`config.mk`:
```
export PLATFORM = sky130hd
export DESIGN_NAME = hll_rank_enc
export DESIGN_NICKNAME = d
export VERILOG_FILES = /design/src/hll_pkg.sv /design/src/hll_rank_enc.sv
export SDC_FILE = /design/constraint.sdc
export NUM_CORES = 1
export LEC_CHECK = 0
export BUFFER_PORTS_ARGS = -buffer_cell sky130_fd_sc_hd__buf_4
export CORE_MARGIN = 3
export CORE_UTILIZATION = 39
export DETAILED_ROUTE_END_ITERATION = 10
export GPL_ROUTABILITY_DRIVEN = 0
export PLACE_DENSITY = 0.91
export SETUP_SLACK_MARGIN = 0.2
export SLEW_MARGIN = 20
export SYNTH_ARGS = -nofsm -noshare
export SYNTH_HDL_FRONTEND = slang
export SYNTH_SLANG_ARGS = --single-unit
```
`constraint.sdc`:
```
create_clock -name vclk -period 2.3
set_input_delay 0.345 -clock vclk [all_inputs]
set_output_delay 0.345 -clock vclk [all_outputs]
set_load 0.03 [all_outputs]
```
`src/hll_pkg.sv`:
```
package hll_pkg;

   localparam int CMD_W         = 2;
   localparam int HASH_W        = 64;
   localparam int REG_INDEX_W   = 12;
   localparam int RANK_W        = 6;
   localparam int ZERO_COUNT_W  = 13;
   localparam int HARMONIC_W    = 60;
   localparam int TOP_BIT       = 63;

   typedef logic [CMD_W-1:0] cmd_type;

   localparam cmd_type CMD_ADD   = 2'd0;
   localparam cmd_type CMD_MERGE = 2'd1;
   localparam cmd_type CMD_READ  = 2'd2;

   typedef struct packed {
      cmd_type                 cmd;
      logic [HASH_W-1:0]       hash;
      logic [REG_INDEX_W-1:0]  reg_index;
      logic [RANK_W-1:0]       merge_value;
   } req_payload_type;

   typedef struct packed {
      logic [RANK_W-1:0]       reg_value;
      logic [ZERO_COUNT_W-1:0] zero_registers;
      logic [HARMONIC_W-1:0]   harmonic_sum;
   } rsp_payload_type;

endpackage

```
`src/hll_rank_enc.sv`:
```
module hll_rank_enc
   import hll_pkg::*;
#(
   parameter int PRECISION = 12
) (
   input  logic [HASH_W-1:0] hash,
   output logic [RANK_W-1:0] rank
);

   localparam int SHIFTED_W = HASH_W - PRECISION;

   logic [HASH_W-1:0]    forced;
   logic [SHIFTED_W-1:0] shifted;

   assign forced  = hash | (HASH_W'(1) << TOP_BIT);
   assign shifted = forced[HASH_W-1:PRECISION];

   // The lowest set bit wins because it is visited last.
   always_comb begin
      rank = RANK_W'(SHIFTED_W);
      for (int i = SHIFTED_W - 1; i >= 0; i--) begin
         if (shifted[i]) begin
            rank = RANK_W'(i + 1);
         end
      end
   end

endmodule

```
# Yosys cells after proc, flatten, opt, wreduce, memory -nomap -nowiden
# Index checks and enable logic that the tools add are counted.
totals:
  wordCells: 51
  out_inout_bits: 6
  register_bits: 0
op_classes:
  n_mux: 51
op_table:
  columns: ["operator", "n"]
  rows:
  - ["$mux 6", 49]
  - ["$mux 3", 2]

# Longest topological paths before layout
logic_depth:
  word_depth: 51
  ltp_mapped: 5
  mapped_depth_nobuf: 5

# Worst setup path after synthesis
# No wires, ideal clock.
synth_timing:
  path_kind: "input to output"
  start: "in hash[26]"
  end: "out rank[5]"
  slack_ns: 0.185
  arrival_ns: 1.770
  required_time_ns: 1.955
  n_path_buf: 0
  stages: 4
  cell_sequence: "or4_4 > nor2_2 > nand3_2 > nor4_2"
synth_between:
  elab_chain_cells: 15
synth_rtl:
  columns: ["item", "line", "source"]
  rows:
  - ["from (decl)", "hll_rank_enc.sv:6", "input logic [HASH_W-1:0] hash,"]
  - ["$mux 6 (15 in series)", "hll_rank_enc.sv:22", "if (shifted[i]) begin"]
  - ["to (decl)", "hll_rank_enc.sv:7", "output logic [RANK_W-1:0] rank"]
# No other way between the ends.

# Worst setup path in the final report
layout_timing:
  start: "in hash[57]"
  end: "out rank[2]"
layout_between:
  elab_chain_cells: 46
layout_rtl:
  columns: ["item", "line"]
  rows:
  - ["$mux 6 (46 in series)", "hll_rank_enc.sv:22"]
# No other way between the ends.

==> results_dict.tcl <==
set metrics [dict create \
    hold_depth 4 \
    synth_cell_types 29 \
    firstDrtPassIters 4 \
    antenna_found_initial 0 \
    seq_area_um2 0 \
    routedWlPerCell_um 14.2 \
    port_buffers 57 \
    powerDensity_nw_per_um2 150 \
    synth_nets 179 \
    hold_violations 0 \
    power_leakage_nw 0.504 \
    cap_violations 0 \
    ant_nets 0 \
    pre_cts_ws_ps 214 \
    holdBufCountCts 0 \
    syn2layout_area_growth_pct 74.7 \
    synth_xor_area_share_pct 0 \
    grt_pass1_wl_um 4130 \
    chipWidth_um 46.1 \
    initial_utilization_pct 44.9 \
    coreArea_um2 1400 \
    post-route-drc-count 0 \
    cp_data_required_time_ps 1960 \
    wl_um 2680 \
    min_to "rank[1]" \
    arrival_ps 1720 \
    drt_iter0_drc 45 \
    clkbuf_count 0 \
    die_area_um2 2130 \
    synth_top_family_by_area "simple AND/OR/NAND/NOR gates" \
    end_kind "primary output" \
    layout-drive-gt1-share_pct 36.4 \
    place_hpwl_um 2370 \
    yosys-mux-area-fraction_pct 0 \
    hold_class "in -> out" \
    grt_pass1_vias 1025 \
    grt_usage_pct 25.5 \
    cp-start-kind "input pin" \
    grt.met3_usage_pct 0 \
    grt.met1_usage_pct 35.9 \
    slew_headroom_pct 58.7 \
    fmax_ghz 0.485 \
    grt_max_degree 6 \
    netlist_area_um2 628 \
    grt-ovfl-total 0 \
    ys_warn_count 0 \
    synth_cells 115 \
    num_vias 1138 \
    cp_max_fo 4 \
    ir_drop_uv 94.0 \
    viasPerCell 6.05 \
    grtUsageMet2_pct 44.0 \
    nFlopsAndLatches 0 \
    min_period_over_period_pct 89.7 \
    synth_compound_area_share_pct 38.8 \
    grt.busiest_layer "met2" \
    slew_violations 0 \
    synth_adder_area_share_pct 0 \
    tns_ps 0 \
    nNetsFinal 239 \
    worst_pin_slew_ps 615 \
    diodes 0 \
    status "finished, final reports clean" \
    post-cts-setup-buffers 0 \
    worst_slack_ps 238 \
    dieHeight_um 46.1 \
    syn_area_per_cell_um2 5.46 \
    rows 13 \
    finalSetupViolations 0 \
    io_pins 70 \
    rsz0062_at_grt "no" \
    period_needed_ps 2060 \
    synth-seq-area-share_pct 0 \
    yosys.area_share.simple_pct 54.6 \
    hp-start "hash[12]" \
    path_class "in -> out" \
]
## how the worst max path moves through the flow
stage                   from  endpoint  slack, ps
floorplan           hash[34]   rank[3]        280
global placement    hash[26]   rank[5]        230
detailed placement  hash[26]   rank[5]        210
CTS                 hash[26]   rank[5]        210
global route        hash[57]   rank[2]        200
finish              hash[57]   rank[2]        240
## power by group
part / internal [mW] / total, mW / switching [mW]
combinational: 0.0856 / 0.164 / 0.0786
clock: 0 / 0 / 0
sequential: 0 / 0 / 0
## layout make-up
cell class / instances / area, um2
timing repair buffer: 58 / 435
multi-input combinational: 104 / 602
inverter: 11 / 41.3
fill: 108 / 302
tap: 15 / 18.8
## layout by cell type, fill, tap and decap left out, types with 3 or more instances in the layout
cell type / n
buf_4: 58
o21ai_0: 9
nand2_1: 8
nand3_1: 3
a31oi_1: 3
nor3_1: 10
o31ai_1: 3
a21oi_1: 11
nor2_1: 18
inv_1: 11
nor4_1: 11
## worst max-delay path, stage by stage
cell and delay [ps]:
buf_4 120, or4_1 540, o21ai_1 140, a21boi_0 100
o2111ai_1 210, nand2_1 90, buf_4 170
## routing by layer
layer | part of all wire (%) | vias up
li1 | - | 569
met4 | 1.1 | 0
met1 | 44 | 513
met2 | 49 | 52
met3 | 6.2 | 4
met5 | 0 | -
## logic make-up after synthesis
kind of cell,Yosys count
and+or+nand+nor,65
AOI/OAI and AO/OA,39
buffers and inverters,11
## synth_stat cells, types with 2 or more instances
cell	count	area, um2
a2111oi_0	2	17.5
a21oi_1	11	55.1
a31oi_1	3	18.8
and3_1	2	12.5
inv_1	11	41.3
nand2_1	8	30.0
nand2b_1	2	12.5
nand3_1	3	15.0
nor2_1	18	67.6
nor2b_1	2	12.5
nor3_1	10	50.1
nor4_1	12	75.1
o2111ai_1	2	17.5
o21ai_0	10	50.1
o31ai_1	3	22.5
or3_1	2	12.5
or4_1	2	15.0
## per-stage QoR
step / cells / hold WS (ps) / power (mW) / utilization (%) / area, um2
after floorplan: 115 / 869 / 0.0520 / - / 637
after global placement: 188 / 1060 / 0.156 / 78.0 / 1090
after detailed placement: 188 / 1060 / 0.160 / 78.0 / 1090
after CTS: 188 / 1060 / 0.161 / 78.0 / 1090
after global routing: 188 / 1080 / 0.178 / 78.4 / 1100
final: 188 / 1060 / 0.164 / 78.4 / 1100
## timing repair
item / CTS / global route
gates resized for setup: 1 / 1
pin swaps: 0 / 3
endpoints found under the setup margin: 1 / 2
Note: power is estimated with default switching activity, not from simulation.
